===== src/design/sha_pkg.sv =====
// Package for the streaming SHA-256 hasher: constants, round table and helpers.
// Used by the controller, the datapath and the top level.
`default_nettype none
package sha_pkg;

    localparam int WordWidth  = 32;
    localparam int CountWidth = 61;
    localparam int NumRounds  = 64;

    localparam logic [7:0] PadByte = 8'h80;

    localparam logic [31:0] InitVec [0:7] = '{
        32'h6a09e667, 32'hbb67ae85, 32'h3c6ef372, 32'ha54ff53a,
        32'h510e527f, 32'h9b05688c, 32'h1f83d9ab, 32'h5be0cd19
    };

    localparam logic [31:0] RoundK [0:63] = '{
        32'h428a2f98, 32'h71374491, 32'hb5c0fbcf, 32'he9b5dba5,
        32'h3956c25b, 32'h59f111f1, 32'h923f82a4, 32'hab1c5ed5,
        32'hd807aa98, 32'h12835b01, 32'h243185be, 32'h550c7dc3,
        32'h72be5d74, 32'h80deb1fe, 32'h9bdc06a7, 32'hc19bf174,
        32'he49b69c1, 32'hefbe4786, 32'h0fc19dc6, 32'h240ca1cc,
        32'h2de92c6f, 32'h4a7484aa, 32'h5cb0a9dc, 32'h76f988da,
        32'h983e5152, 32'ha831c66d, 32'hb00327c8, 32'hbf597fc7,
        32'hc6e00bf3, 32'hd5a79147, 32'h06ca6351, 32'h14292967,
        32'h27b70a85, 32'h2e1b2138, 32'h4d2c6dfc, 32'h53380d13,
        32'h650a7354, 32'h766a0abb, 32'h81c2c92e, 32'h92722c85,
        32'ha2bfe8a1, 32'ha81a664b, 32'hc24b8b70, 32'hc76c51a3,
        32'hd192e819, 32'hd6990624, 32'hf40e3585, 32'h106aa070,
        32'h19a4c116, 32'h1e376c08, 32'h2748774c, 32'h34b0bcb5,
        32'h391c0cb3, 32'h4ed8aa4a, 32'h5b9cca4f, 32'h682e6ff3,
        32'h748f82ee, 32'h78a5636f, 32'h84c87814, 32'h8cc70208,
        32'h90befffa, 32'ha4506ceb, 32'hbef9a3f7, 32'hc67178f2
    };

    // Byte operations that the controller asks of the datapath.
    typedef enum logic [1:0] {
        BYTE_NONE = 2'd0,
        BYTE_DATA = 2'd1,
        BYTE_PAD  = 2'd2,
        BYTE_ZERO = 2'd3
    } byte_op_t;

    // Commands from the controller to the datapath.
    typedef struct packed {
        byte_op_t   byte_op;     // write one byte at the fill position
        logic       count_byte;  // advance the message byte counter
        logic       load_len;    // write the bit length into words 14 and 15
        logic       round_init;  // copy the hash state into the working variables
        logic       round_step;  // run one round
        logic       fold;        // add the working variables into the hash state
        logic       restart;     // back to the initial vector, zero counter and fill
        logic       shift_out;   // rotate the hash state by one word for output
    } sha_cmd_t;

    // Status from the datapath to the controller.
    typedef struct packed {
        logic [5:0] fill;        // byte position within the current block
    } sha_stat_t;

    function automatic logic [31:0] rotr(input logic [31:0] x, input int n);
        rotr = (x >> n) | (x << (32 - n));
    endfunction

endpackage
`default_nettype wire


===== src/design/sha_datapath.sv =====
// Datapath of the SHA-256 hasher: block buffer, schedule window, round unit and hash state.
// Depends on sha_pkg; driven by sha_ctrl.
`default_nettype none
module sha_datapath
    import sha_pkg::*;
#(
    parameter int CntW = CountWidth
)
(
    input  wire logic        clk,
    input  wire logic        rst_n,
    input  wire sha_cmd_t    cmd,
    input  wire logic [7:0]  data_byte,
    input  wire logic [5:0]  round_idx,
    output sha_stat_t        stat,
    output logic [31:0]      head_word
);

    logic [31:0]     blk_reg [0:15];
    logic [31:0]     blk_next [0:15];
    logic [31:0]     hv_reg [0:7];
    logic [31:0]     hv_next [0:7];
    logic [31:0]     wv_reg [0:7];
    logic [31:0]     wv_next [0:7];
    logic [CntW-1:0] cnt_reg, cnt_next;
    logic [5:0]      fill_reg, fill_next;

    logic [7:0]  wr_byte;
    logic [63:0] bit_len;
    logic [31:0] w_lo, w_hi, s0, s1, w_new, w_cur;
    logic [31:0] big0, big1, ch, maj, t1, t2;

    assign stat.fill = fill_reg;
    assign head_word = hv_reg[0];

    // Schedule word: the window of sixteen holds W[i..i+15] during round i.
    assign w_lo  = blk_reg[1];
    assign w_hi  = blk_reg[14];
    assign s0    = rotr(w_lo, 7) ^ rotr(w_lo, 18) ^ (w_lo >> 3);
    assign s1    = rotr(w_hi, 17) ^ rotr(w_hi, 19) ^ (w_hi >> 10);
    assign w_new = blk_reg[0] + s0 + blk_reg[9] + s1;
    assign w_cur = blk_reg[0];

    // Round functions.
    assign big1 = rotr(wv_reg[4], 6) ^ rotr(wv_reg[4], 11) ^ rotr(wv_reg[4], 25);
    assign ch   = (wv_reg[4] & wv_reg[5]) ^ (~wv_reg[4] & wv_reg[6]);
    assign t1   = wv_reg[7] + big1 + ch + RoundK[round_idx] + w_cur;
    assign big0 = rotr(wv_reg[0], 2) ^ rotr(wv_reg[0], 13) ^ rotr(wv_reg[0], 22);
    assign maj  = (wv_reg[0] & wv_reg[1]) ^ (wv_reg[0] & wv_reg[2])
                ^ (wv_reg[1] & wv_reg[2]);
    assign t2   = big0 + maj;

    assign bit_len = {cnt_reg, 3'b000};

    always_comb
    begin
        unique case (cmd.byte_op)
            BYTE_DATA: wr_byte = data_byte;
            BYTE_PAD:  wr_byte = PadByte;
            default:   wr_byte = 8'h00;
        endcase
    end

    // Next-state logic for the buffer, counters and state words.
    always_comb
    begin
        blk_next  = blk_reg;
        hv_next   = hv_reg;
        wv_next   = wv_reg;
        cnt_next  = cnt_reg;
        fill_next = fill_reg;

        if (cmd.byte_op != BYTE_NONE)
        begin
            unique case (fill_reg[1:0])
                2'd0: blk_next[fill_reg[5:2]] = {wr_byte, 24'h0};
                2'd1: blk_next[fill_reg[5:2]][23:16] = wr_byte;
                2'd2: blk_next[fill_reg[5:2]][15:8]  = wr_byte;
                default: blk_next[fill_reg[5:2]][7:0] = wr_byte;
            endcase
            fill_next = fill_reg + 6'd1;
        end
        if (cmd.count_byte)
            cnt_next = cnt_reg + {{(CntW-1){1'b0}}, 1'b1};
        if (cmd.load_len)
        begin
            blk_next[14] = bit_len[63:32];
            blk_next[15] = bit_len[31:0];
        end
        if (cmd.round_init)
            wv_next = hv_reg;
        if (cmd.round_step)
        begin
            wv_next[7] = wv_reg[6];
            wv_next[6] = wv_reg[5];
            wv_next[5] = wv_reg[4];
            wv_next[4] = wv_reg[3] + t1;
            wv_next[3] = wv_reg[2];
            wv_next[2] = wv_reg[1];
            wv_next[1] = wv_reg[0];
            wv_next[0] = t1 + t2;
            for (int i = 0; i < 15; i++)
                blk_next[i] = blk_reg[i + 1];
            blk_next[15] = w_new;
        end
        if (cmd.fold)
            for (int i = 0; i < 8; i++)
                hv_next[i] = hv_reg[i] + wv_reg[i];
        if (cmd.shift_out)
        begin
            for (int i = 0; i < 7; i++)
                hv_next[i] = hv_reg[i + 1];
            hv_next[7] = hv_reg[0];
        end
        if (cmd.restart)
        begin
            hv_next   = InitVec;
            cnt_next  = '0;
            fill_next = '0;
        end
    end

    // Control and state registers.
    always_ff @(posedge clk or negedge rst_n)
    begin
        if (!rst_n)
        begin
            hv_reg   <= InitVec;
            wv_reg   <= '{default: '0};
            cnt_reg  <= '0;
            fill_reg <= '0;
        end
        else
        begin
            hv_reg   <= hv_next;
            wv_reg   <= wv_next;
            cnt_reg  <= cnt_next;
            fill_reg <= fill_next;
        end
    end

    // Block buffer payload.
    always_ff @(posedge clk)
    begin
        blk_reg <= blk_next;
    end

endmodule
`default_nettype wire


===== src/design/sha_ctrl.sv =====
// Controller of the SHA-256 hasher: handshakes, padding sequence, rounds and output.
// Depends on sha_pkg; drives sha_datapath.
`default_nettype none
module sha_ctrl
    import sha_pkg::*;
(
    input  wire logic        clk,
    input  wire logic        rst_n,
    input  wire logic        in_valid,
    output logic             in_stall,
    input  wire logic        byte_present,
    input  wire logic        end_of_message,
    output logic             out_valid,
    input  wire logic        out_stall,
    output logic [2:0]       word_index,
    output logic             last_word,
    input  wire sha_stat_t   stat,
    output logic [5:0]       round_idx,
    output sha_cmd_t         cmd
);

    typedef enum logic [7:0] {
        ST_IDLE  = 8'b0000_0001,
        ST_PAD80 = 8'b0000_0010,
        ST_ZERO  = 8'b0000_0100,
        ST_LEN   = 8'b0000_1000,
        ST_INIT  = 8'b0001_0000,
        ST_ROUND = 8'b0010_0000,
        ST_FOLD  = 8'b0100_0000,
        ST_OUT   = 8'b1000_0000
    } state_t;

    state_t     state_reg, state_next;
    logic [5:0] rnd_reg, rnd_next;
    logic [2:0] widx_reg, widx_next;
    logic       fin_reg, fin_next;    // padding in progress for this message
    logic       pad_reg, pad_next;    // message ended on a full block; 0x80 opens the next
    logic       last_reg, last_next;  // the block being compressed is the final one

    logic accept;

    assign round_idx  = rnd_reg;
    assign word_index = widx_reg;
    assign last_word  = (widx_reg == 3'd7);
    assign out_valid  = (state_reg == ST_OUT);
    assign in_stall   = (state_reg != ST_IDLE);
    assign accept     = in_valid && (state_reg == ST_IDLE);

    always_comb
    begin
        state_next = state_reg;
        rnd_next   = rnd_reg;
        widx_next  = widx_reg;
        fin_next   = fin_reg;
        pad_next   = pad_reg;
        last_next  = last_reg;
        cmd        = '0;
        cmd.byte_op = BYTE_NONE;

        unique case (state_reg)
            ST_IDLE:
            begin
                if (accept)
                begin
                    if (byte_present)
                    begin
                        cmd.byte_op    = BYTE_DATA;
                        cmd.count_byte = 1'b1;
                    end
                    if (byte_present && stat.fill == 6'd63)
                    begin
                        state_next = ST_INIT;
                        pad_next   = end_of_message;
                        last_next  = 1'b0;
                    end
                    else if (end_of_message)
                        state_next = ST_PAD80;
                end
            end
            ST_PAD80:
            begin
                cmd.byte_op = BYTE_PAD;
                fin_next    = 1'b0;
                if (stat.fill == 6'd63)
                begin
                    // No room for the length: compress, then a block of zeros.
                    state_next = ST_INIT;
                    last_next  = 1'b0;
                    fin_next   = 1'b1;
                end
                else if (stat.fill == 6'd55)
                    state_next = ST_LEN;
                else
                    state_next = ST_ZERO;
            end
            ST_ZERO:
            begin
                cmd.byte_op = BYTE_ZERO;
                if (stat.fill == 6'd63)
                begin
                    state_next = ST_INIT;
                    last_next  = 1'b0;
                    fin_next   = 1'b1;
                end
                else if (stat.fill == 6'd55)
                    state_next = ST_LEN;
            end
            ST_LEN:
            begin
                // Fill now sits at 56; the length closes the block.
                cmd.load_len = 1'b1;
                state_next   = ST_INIT;
                last_next    = 1'b1;
                fin_next     = 1'b0;
            end
            ST_INIT:
            begin
                cmd.round_init = 1'b1;
                rnd_next       = '0;
                state_next     = ST_ROUND;
            end
            ST_ROUND:
            begin
                cmd.round_step = 1'b1;
                rnd_next       = rnd_reg + 6'd1;
                if (rnd_reg == 6'(NumRounds - 1))
                    state_next = ST_FOLD;
            end
            ST_FOLD:
            begin
                cmd.fold = 1'b1;
                if (last_reg)
                begin
                    state_next = ST_OUT;
                    widx_next  = '0;
                end
                else if (fin_reg)
                begin
                    // The 0x80 byte is already in: zero fill from a fresh block.
                    state_next = ST_ZERO;
                    fin_next   = 1'b0;
                end
                else if (pad_reg)
                begin
                    // Message ended with a full block: pad from the start of a fresh one.
                    state_next = ST_PAD80;
                    pad_next   = 1'b0;
                end
                else
                    state_next = ST_IDLE;
            end
            ST_OUT:
            begin
                if (!out_stall)
                begin
                    cmd.shift_out = 1'b1;
                    widx_next     = widx_reg + 3'd1;
                    if (widx_reg == 3'd7)
                    begin
                        cmd.restart = 1'b1;
                        last_next   = 1'b0;
                        state_next  = ST_IDLE;
                    end
                end
            end
            default: state_next = ST_IDLE;
        endcase
    end

    always_ff @(posedge clk or negedge rst_n)
    begin
        if (!rst_n)
        begin
            state_reg <= ST_IDLE;
            rnd_reg   <= '0;
            widx_reg  <= '0;
            fin_reg   <= 1'b0;
            pad_reg   <= 1'b0;
            last_reg  <= 1'b0;
        end
        else
        begin
            state_reg <= state_next;
            rnd_reg   <= rnd_next;
            widx_reg  <= widx_next;
            fin_reg   <= fin_next;
            pad_reg   <= pad_next;
            last_reg  <= last_next;
        end
    end

endmodule
`default_nettype wire


===== src/design/sha256_stream_hasher_top.sv =====
// Top level of the streaming SHA-256 hasher: joins the controller and the datapath.
// Depends on sha_pkg, sha_ctrl and sha_datapath.
//
//   channel | signals                                      | direction
//   input   | in_valid, in_stall, data_byte, byte_present, |  into block
//           | end_of_message                               |
//   output  | out_valid, out_stall, digest_word,           |  out of block
//           | word_index, last_word                        |
//
// A byte request is taken only while idle; the 64th byte of a block starts a compression
// (state copy, 64 rounds on the single round unit, fold) before the next byte is taken.
// An end request adds padding at one byte a cycle, one or two compressions,
// then eight digest words, one per cycle while out_stall is low.
// Reset is asynchronous and loads the initial vector; no clearing pass is needed.
// in_stall is high whenever the block is busy with a compression, padding or output.
`default_nettype none
module sha256_stream_hasher_top
    import sha_pkg::*;
#(
    parameter int CntW = CountWidth
)
(
    input  wire logic        clk,
    input  wire logic        rst_n,
    input  wire logic        in_valid,
    output logic             in_stall,
    input  wire logic [7:0]  data_byte,
    input  wire logic        byte_present,
    input  wire logic        end_of_message,
    output logic             out_valid,
    input  wire logic        out_stall,
    output logic [31:0]      digest_word,
    output logic [2:0]       word_index,
    output logic             last_word
);

    sha_cmd_t   cmd;
    sha_stat_t  stat;
    logic [5:0] round_idx;

    sha_ctrl u_ctrl (
        .clk            (clk),
        .rst_n          (rst_n),
        .in_valid       (in_valid),
        .in_stall       (in_stall),
        .byte_present   (byte_present),
        .end_of_message (end_of_message),
        .out_valid      (out_valid),
        .out_stall      (out_stall),
        .word_index     (word_index),
        .last_word      (last_word),
        .stat           (stat),
        .round_idx      (round_idx),
        .cmd            (cmd)
    );

    sha_datapath #(
        .CntW (CntW)
    ) u_datapath (
        .clk       (clk),
        .rst_n     (rst_n),
        .cmd       (cmd),
        .data_byte (data_byte),
        .round_idx (round_idx),
        .stat      (stat),
        .head_word (digest_word)
    );

endmodule
`default_nettype wire

===== config.mk =====
export PLATFORM = sky130hd
export DESIGN_NAME = sha256_stream_hasher_top
export DESIGN_NICKNAME = d
export VERILOG_FILES = /design/src/design/sha_pkg.sv /design/src/design/sha_datapath.sv /design/src/design/sha_ctrl.sv /design/src/design/sha256_stream_hasher_top.sv
export SDC_FILE = /design/constraint.sdc
export NUM_CORES = 2
export LEC_CHECK = 0
export BUFFER_PORTS_ARGS = -buffer_cell sky130_fd_sc_hd__buf_2
export CORE_MARGIN = 2
export CORE_UTILIZATION = 45
export CTS_CLUSTER_SIZE = 12
export DETAILED_ROUTE_END_ITERATION = 7
export PLACE_DENSITY_LB_ADDON = 0.15
export SETUP_SLACK_MARGIN = 0.15
export SLEW_MARGIN = 20
export SYNTH_ARGS = -nofsm -noshare
export SYNTH_HDL_FRONTEND = slang
export SYNTH_SLANG_ARGS = --single-unit

===== constraint.sdc =====
create_clock -name clk -period 71.2 [get_ports clk]
set_clock_uncertainty 0.1 [all_clocks]
set_input_delay 0 -clock clk [delete_from_list [all_inputs] [get_ports clk]]
set_output_delay 0 -clock clk [all_outputs]
set_load 0.05 [all_outputs]

### Word-level counts from Yosys, hierarchy flattened

Memory sizes are Yosys's and may differ from the RTL's.
Cells that the tools add are included.

* input bits: 14
* bits in read-only memories: 2048
* memories kept: 1
* word-level logic and storage cells: 218
* flip-flop bits (word level): 1111

Memory list
* (no name shown): words 64, width 32, read ports 1, clocked after Yosys merged registers in 0, write ports 0, line sha_datapath.sv:47 `assign t1 = wv_reg[7] + big1 + ch + RoundK[round_idx] + w_cur;`

* muxes and demuxes: 72
* add/subtract/negate cells: 22
* magnitude comparators: 3
* bitwise logic cells: 29
* equality and inequality tests: 29
* reductions and logical operators: 22

Operators with widths (number)
* $bwmux W512: 4
* $pmux W512 S3: 1
* $mux W256: 5
* $mux W512: 2
* $add A32 B32 Y32: 18
* $demux W32 S4: 4
* $xor A32 B32 Y32: 9
* $and A32 B32 Y32: 5
* $mux W61: 2
* $mux W32: 3
* $mux W8: 10
* $mux W64: 1
* $pmux W8 S8: 1
* $add A61 B1 Y61 const B: 1
* $not A32 Y32: 1
* $or A10 B32 Y32: 1
* $or A13 B32 Y32: 1
* $or A14 B32 Y32: 1
* $or A15 B32 Y32: 1
* $or A19 B32 Y32: 1
* $or A21 B32 Y32: 1
* $or A25 B32 Y32: 1
* $or A26 B32 Y32: 1
* $or A30 B32 Y32: 1
* other kinds (50): 101

### Logic depth before layout (Yosys ltp)

* depth in word-level cells: 11
* depth in mapped cells: 41
* depth with buffers taken out: 41

### Hierarchy

Synthesis repeated with hierarchy kept, for this count alone.

* cells, all modules: 9450
* area, all modules: 83403.7 um^2

Modules (own cells, without submodules)
* sha_datapath: seq. area each 30033.8 um^2, instances 1, cells each 9301, area an instance 82057.4 um^2
* sha_ctrl: seq. area each 501.7 um^2, instances 1, cells each 149, area an instance 1346.3 um^2

### Least setup slack after synthesis

Ideal clock, no wire load.

* path type: register to register
* start point: reg u_ctrl.state_reg[1]
* end point: reg u_datapath.blk_reg[10] (netlist name), enable pin
* required time: 70.689 ns
* path buffers: 1
* setup slack: 42.437 ns
* setup time: 0.411 ns
* cell stages (with the launch flop): 11
* arrival: 28.252 ns
* path through: dfrtp_1 > or4_4 > or2_2 > nor2_1 > inv_1 > o21ai_0 > inv_1 > ha_1 > clkbuf_1 > o21ai_0 > nand2b_1

* cells in the longest elaborated chain, start to end: 6
* elaborated cells on any way between the ends: 12

Ends and longest elaborated chain
* start, declared: line sha_ctrl.sv:33 `state_t state_reg, state_next;`
* start signal, assigned: line sha_ctrl.sv:183 `state_reg <= state_next;`
* $eq A8 B1 Y1: line sha_ctrl.sv:47, sha_ctrl.sv:60
* $logic_and A1 B1 Y1: line sha_ctrl.sv:47 `assign accept = in_valid && (state_reg == ST_IDLE);`
* $mux W3: line sha_ctrl.sv:63 `if (accept)`
* $pmux W2 S3: line sha_ctrl.sv:60 `unique case (state_reg)`
* $reduce_bool A2 Y1: line sha_datapath.sv:73 `if (cmd.byte_op != BYTE_NONE)`
* $reduce_bool A3 Y1 (no line) *
* end signal, assigned: line sha_datapath.sv:145 `blk_reg <= blk_next;`
* end, declared: line sha_datapath.sv:19 `logic [31:0] blk_reg [0:15];`

Mark *: on every way between the ends. The rest lies on a longest branch, timed or not.
A chain may end at the register's enable or synchronous reset.

### Worst setup path in the final report

* start point: reg u_ctrl.rnd_reg[0] (netlist: u_ctrl.round_idx[0])
* end point: reg u_datapath.wv_reg[255] (netlist name)

* cells in the longest elaborated chain, start to end: 8

Ends and longest elaborated chain
* start, declared: line sha_ctrl.sv:34 `logic [5:0] rnd_reg, rnd_next;`
* start signal, assigned: line sha_ctrl.sv:184 `rnd_reg <= rnd_next;`
* $not A6 Y7 (implied by the code): line sha_datapath.sv:47
* $mem_v2 Z64 W32
* $mux W32 (implied by the code) (2 in a row): line sha_datapath.sv:47
* $add A32 B32 Y32 (2 in a row): line sha_datapath.sv:47
* $add A32 B32 Y32: line sha_datapath.sv:101 `wv_next[0] = t1 + t2;`
* $mux W256: line sha_datapath.sv:92 `if (cmd.round_step)`
* end signal, assigned: line sha_datapath.sv:136 `wv_reg <= wv_next;`
* end, declared: line sha_datapath.sv:23 `logic [31:0] wv_reg [0:7];`

No other way between the ends. The select of a mux whose other input is x is not followed.

==> flow_summary.json <==
{
  "portBuffers": 51,
  "synth-async-reset-ratio_pct": 53.9,
  "cts_resized": 0,
  "worst_r2r_path_depth": 40,
  "critPathBufInv": 7,
  "rsz0062_at_grt": "false",
  "timing.final.crit_period_ns": 11.22,
  "required_ns": 71.77,
  "cts.clk_slew.worst_paths_ns": 0.06,
  "r2r-start": "u_ctrl.round_idx[0]",
  "drtIter0Drc": 10300,
  "track_usage_pct": 34.9,
  "synth_area_sq_um": 82300,
  "core_sq_um": 181000,
  "tns_ns": 0,
  "fmax_mhz": 89.1,
  "start_util_pct": 45.4,
  "setup_violations": 0,
  "cts_tree": "built",
  "drcViolationCount": 18,
  "synth.net_count": 10200,
  "cts_max_level": 4,
  "r2r_slack_ns": 59.98,
  "grt_max_degree": 239,
  "drive_above_1_share_pct": 6.52,
  "dp_hpwl_mm": 233,
  "cts_num_sinks": 1111,
  "ant_nets": 0,
  "synth-edff-count": 512,
  "synth_seq_cells": 1111,
  "gr-total-overflow": 0,
  "first_global_vias": 70200,
  "largest_reg_flops": 416,
  "die_y_um": 432,
  "layout.cells.non_filler": 11700,
  "violations": "design-rule violations",
  "synth_cell_types": 91,
  "layout.nets": 9860,
  "max_slew_margin_pct": 8.23,
  "postCtsHoldBufs": 16,
  "cp-end-kind": "register",
  "antenna_found_initial": 13,
  "grt_pass1_wl_mm": 487,
  "vias": 75800,
  "yosysSeqAreaShare_pct": 37.1,
  "path_depth": 40,
  "r2r-end": "u_datapath.wv_reg[255]",
  "drv_cap": 0,
  "critPathTopFamily": "compound AO/OA/AOI/OAI gates",
  "tightest_slew_ns": 1.36,
  "insertion_delay_ns": 0.84,
  "worstSetupPathType": "register to register",
  "final-hold-violation-count": 0,
  "cp_max_fo": 19,
  "io_pins": 52,
  "area_growth_pct": 7.97,
  "critPathLaunch": "u_ctrl.round_idx[0]",
  "post-place-ws_ns": 60.34,
  "cp_slowest_cell": "ha_1",
  "ys_warn_count": 0,
  "cts_setup_buffers": 0,
  "dr.pass1.iters": 8,
  "slew_viol_final": 0,
  "cts.path.max_buffers": 3,
  "ys.flop_type": "edfxtp_1",
  "syn_avg_cell_area_sq_um": 8.55,
  "rows": 156,
  "dp_cells": 11500,
  "routed_wl_mm": 333,
  "dieArea_sq_um": 186000,
  "gp_congestion": 1.00,
  "cp-endpoint": "u_datapath.wv_reg[255]",
  "cp-start-kind": "register",
  "avgRoutedWirePerCell_um": 28.4,
  "setup_slack_ns": 59.98,
  "finalCritPeriodShare_pct": 15.8,
  "syn_inst": 9617,
  "cpPeakStageDelay_ns": 0.84,
  "outcome": "finished, violations left",
  "cts_root_buf": "clkbuf_16",
  "cts_made_buffers": 139,
  "hold_path_class": "input pin to register",
  "die_width_um": 432,
  "crit_top_cell": "a21oi_1",
  "vias_per_cell": 6.46,
  "crit_arrival_ns": 11.79
}
==> final cells by class <==
type | instances | area (sq um)
Tap cell | 2370 | 2970
Antenna cell | 4 | 10.0
Timing Repair Buffer | 194 | 1510
Fill cell | 17300 | 92300
Multi-Input combinational cell | 7433 | 47800
Sequential cell | 1111 | 30500
Clock buffer | 206 | 3980
Clock inverter | 51 | 679
Inverter | 369 | 1390
==> kinds of logic (layout without fill, tap and decap cells) <==
logic type	Yosys count	after routing	share of synthesized area, %
and+or+nand+nor	2940	2940	15.3
adders and majority gates	601	601	10.9
buffers and inverters	1073	820	5.05
xor gates and xnor gates	592	592	6.32
AOI/OAI and AO/OA	3231	3231	24.3
muxes	69	69	0.963
DFF	1111	1111	37.1
other	0	4	0
==> cell usage after synthesis (all sizes together) (137+ instances only) <==
master	count	area, sq um
nor2	917	3450
a21oi	777	3890
xor2	245	2150
a31oi	282	1760
nand2	1345	5050
a22oi	419	3150
dfrtp	462	11600
clkbuf	628	2360
edfxtp	512	15400
inv	365	1370
a21o	252	1890
xnor2	346	3030
ha	403	5040
dfstp	137	3600
fa	195	3900
o21ai	900	4500
==> worst reg2reg max path, delay by kind of cell (launching register included) <==
| family | cells | cell delay (ns) |
|---|---|---|
| fa+ha+maj | 8 | 3.71 |
| compound gates | 13 | 3.71 |
| flops | 1 | 0.33 |
| simple gates | 8 | 1.34 |
| mux | 1 | 0.20 |
| xor+xnor | 3 | 0.58 |
| buf+inv | 7 | 1.13 |
==> how the worst min path moves through the flow <==
stage / startpoint / to / slack (ns) / depth (start not counted)
after floorplan: rst_n / u_ctrl.fin_reg / -0.40 / 0
after global placement: rst_n / u_datapath.cnt_reg[36] / 0.03 / 1
after detailed placement: rst_n / u_datapath.cnt_reg[32] / 0.03 / 1
after CTS: data_byte[6] / u_datapath.w_hi[6] / 0.002 / 4
after global routing: data_byte[6] / u_datapath.w_hi[6] / 0.06 / 4
final: data_byte[6] / u_datapath.w_hi[6] / 0.06 / 4
==> layer usage <==
layer	global-route usage, %	up-vias	wire length, um
met3	7.90	513	35900
met5	0	-	43
met1	52.3	37700	147000
met2	48.9	4007	137000
met4	11.9	8	12000
li1	-	33700	-
==> per-stage QoR <==
step	utilization (%)	cell area, sq um	hold WS [ns]
final	49.0	88800	0.0631
after global routing	49.0	88800	0.0559
after CTS	49.0	88800	0.00206
after detailed placement	46.4	84000	0.0350
after global placement	46.4	84000	0.0315
after floorplan	-	82300	-0.396
==> cells in the final DEF, fill, tap and decap left out, drive strengths merged, types with 22 or more instances in the layout <==
cell,count
a211oi,74
a21o,252
a21oi,777
a221oi,43
a22o,22
a22oi,419
a31oi,282
and2,31
and3,129
buf,179
clkbuf,206
clkinv,45
dfrtp,462
dfstp,137
edfxtp,512
fa,195
ha,403
inv,369
mux2i,51
nand2,1345
nand2b,66
nand3,99
nand4,39
nor2,917
nor2b,66
nor3,116
nor3b,22
o211ai,42
o21a,63
o21ai,900
o21bai,32
o22a,22
o22ai,90
o31ai,32
or3,43
xnor2,346
xor2,245
Power is left out: the tool's default activity adds up to more than one toggle a clock period on the data nets, which glitch-free logic cannot reach.
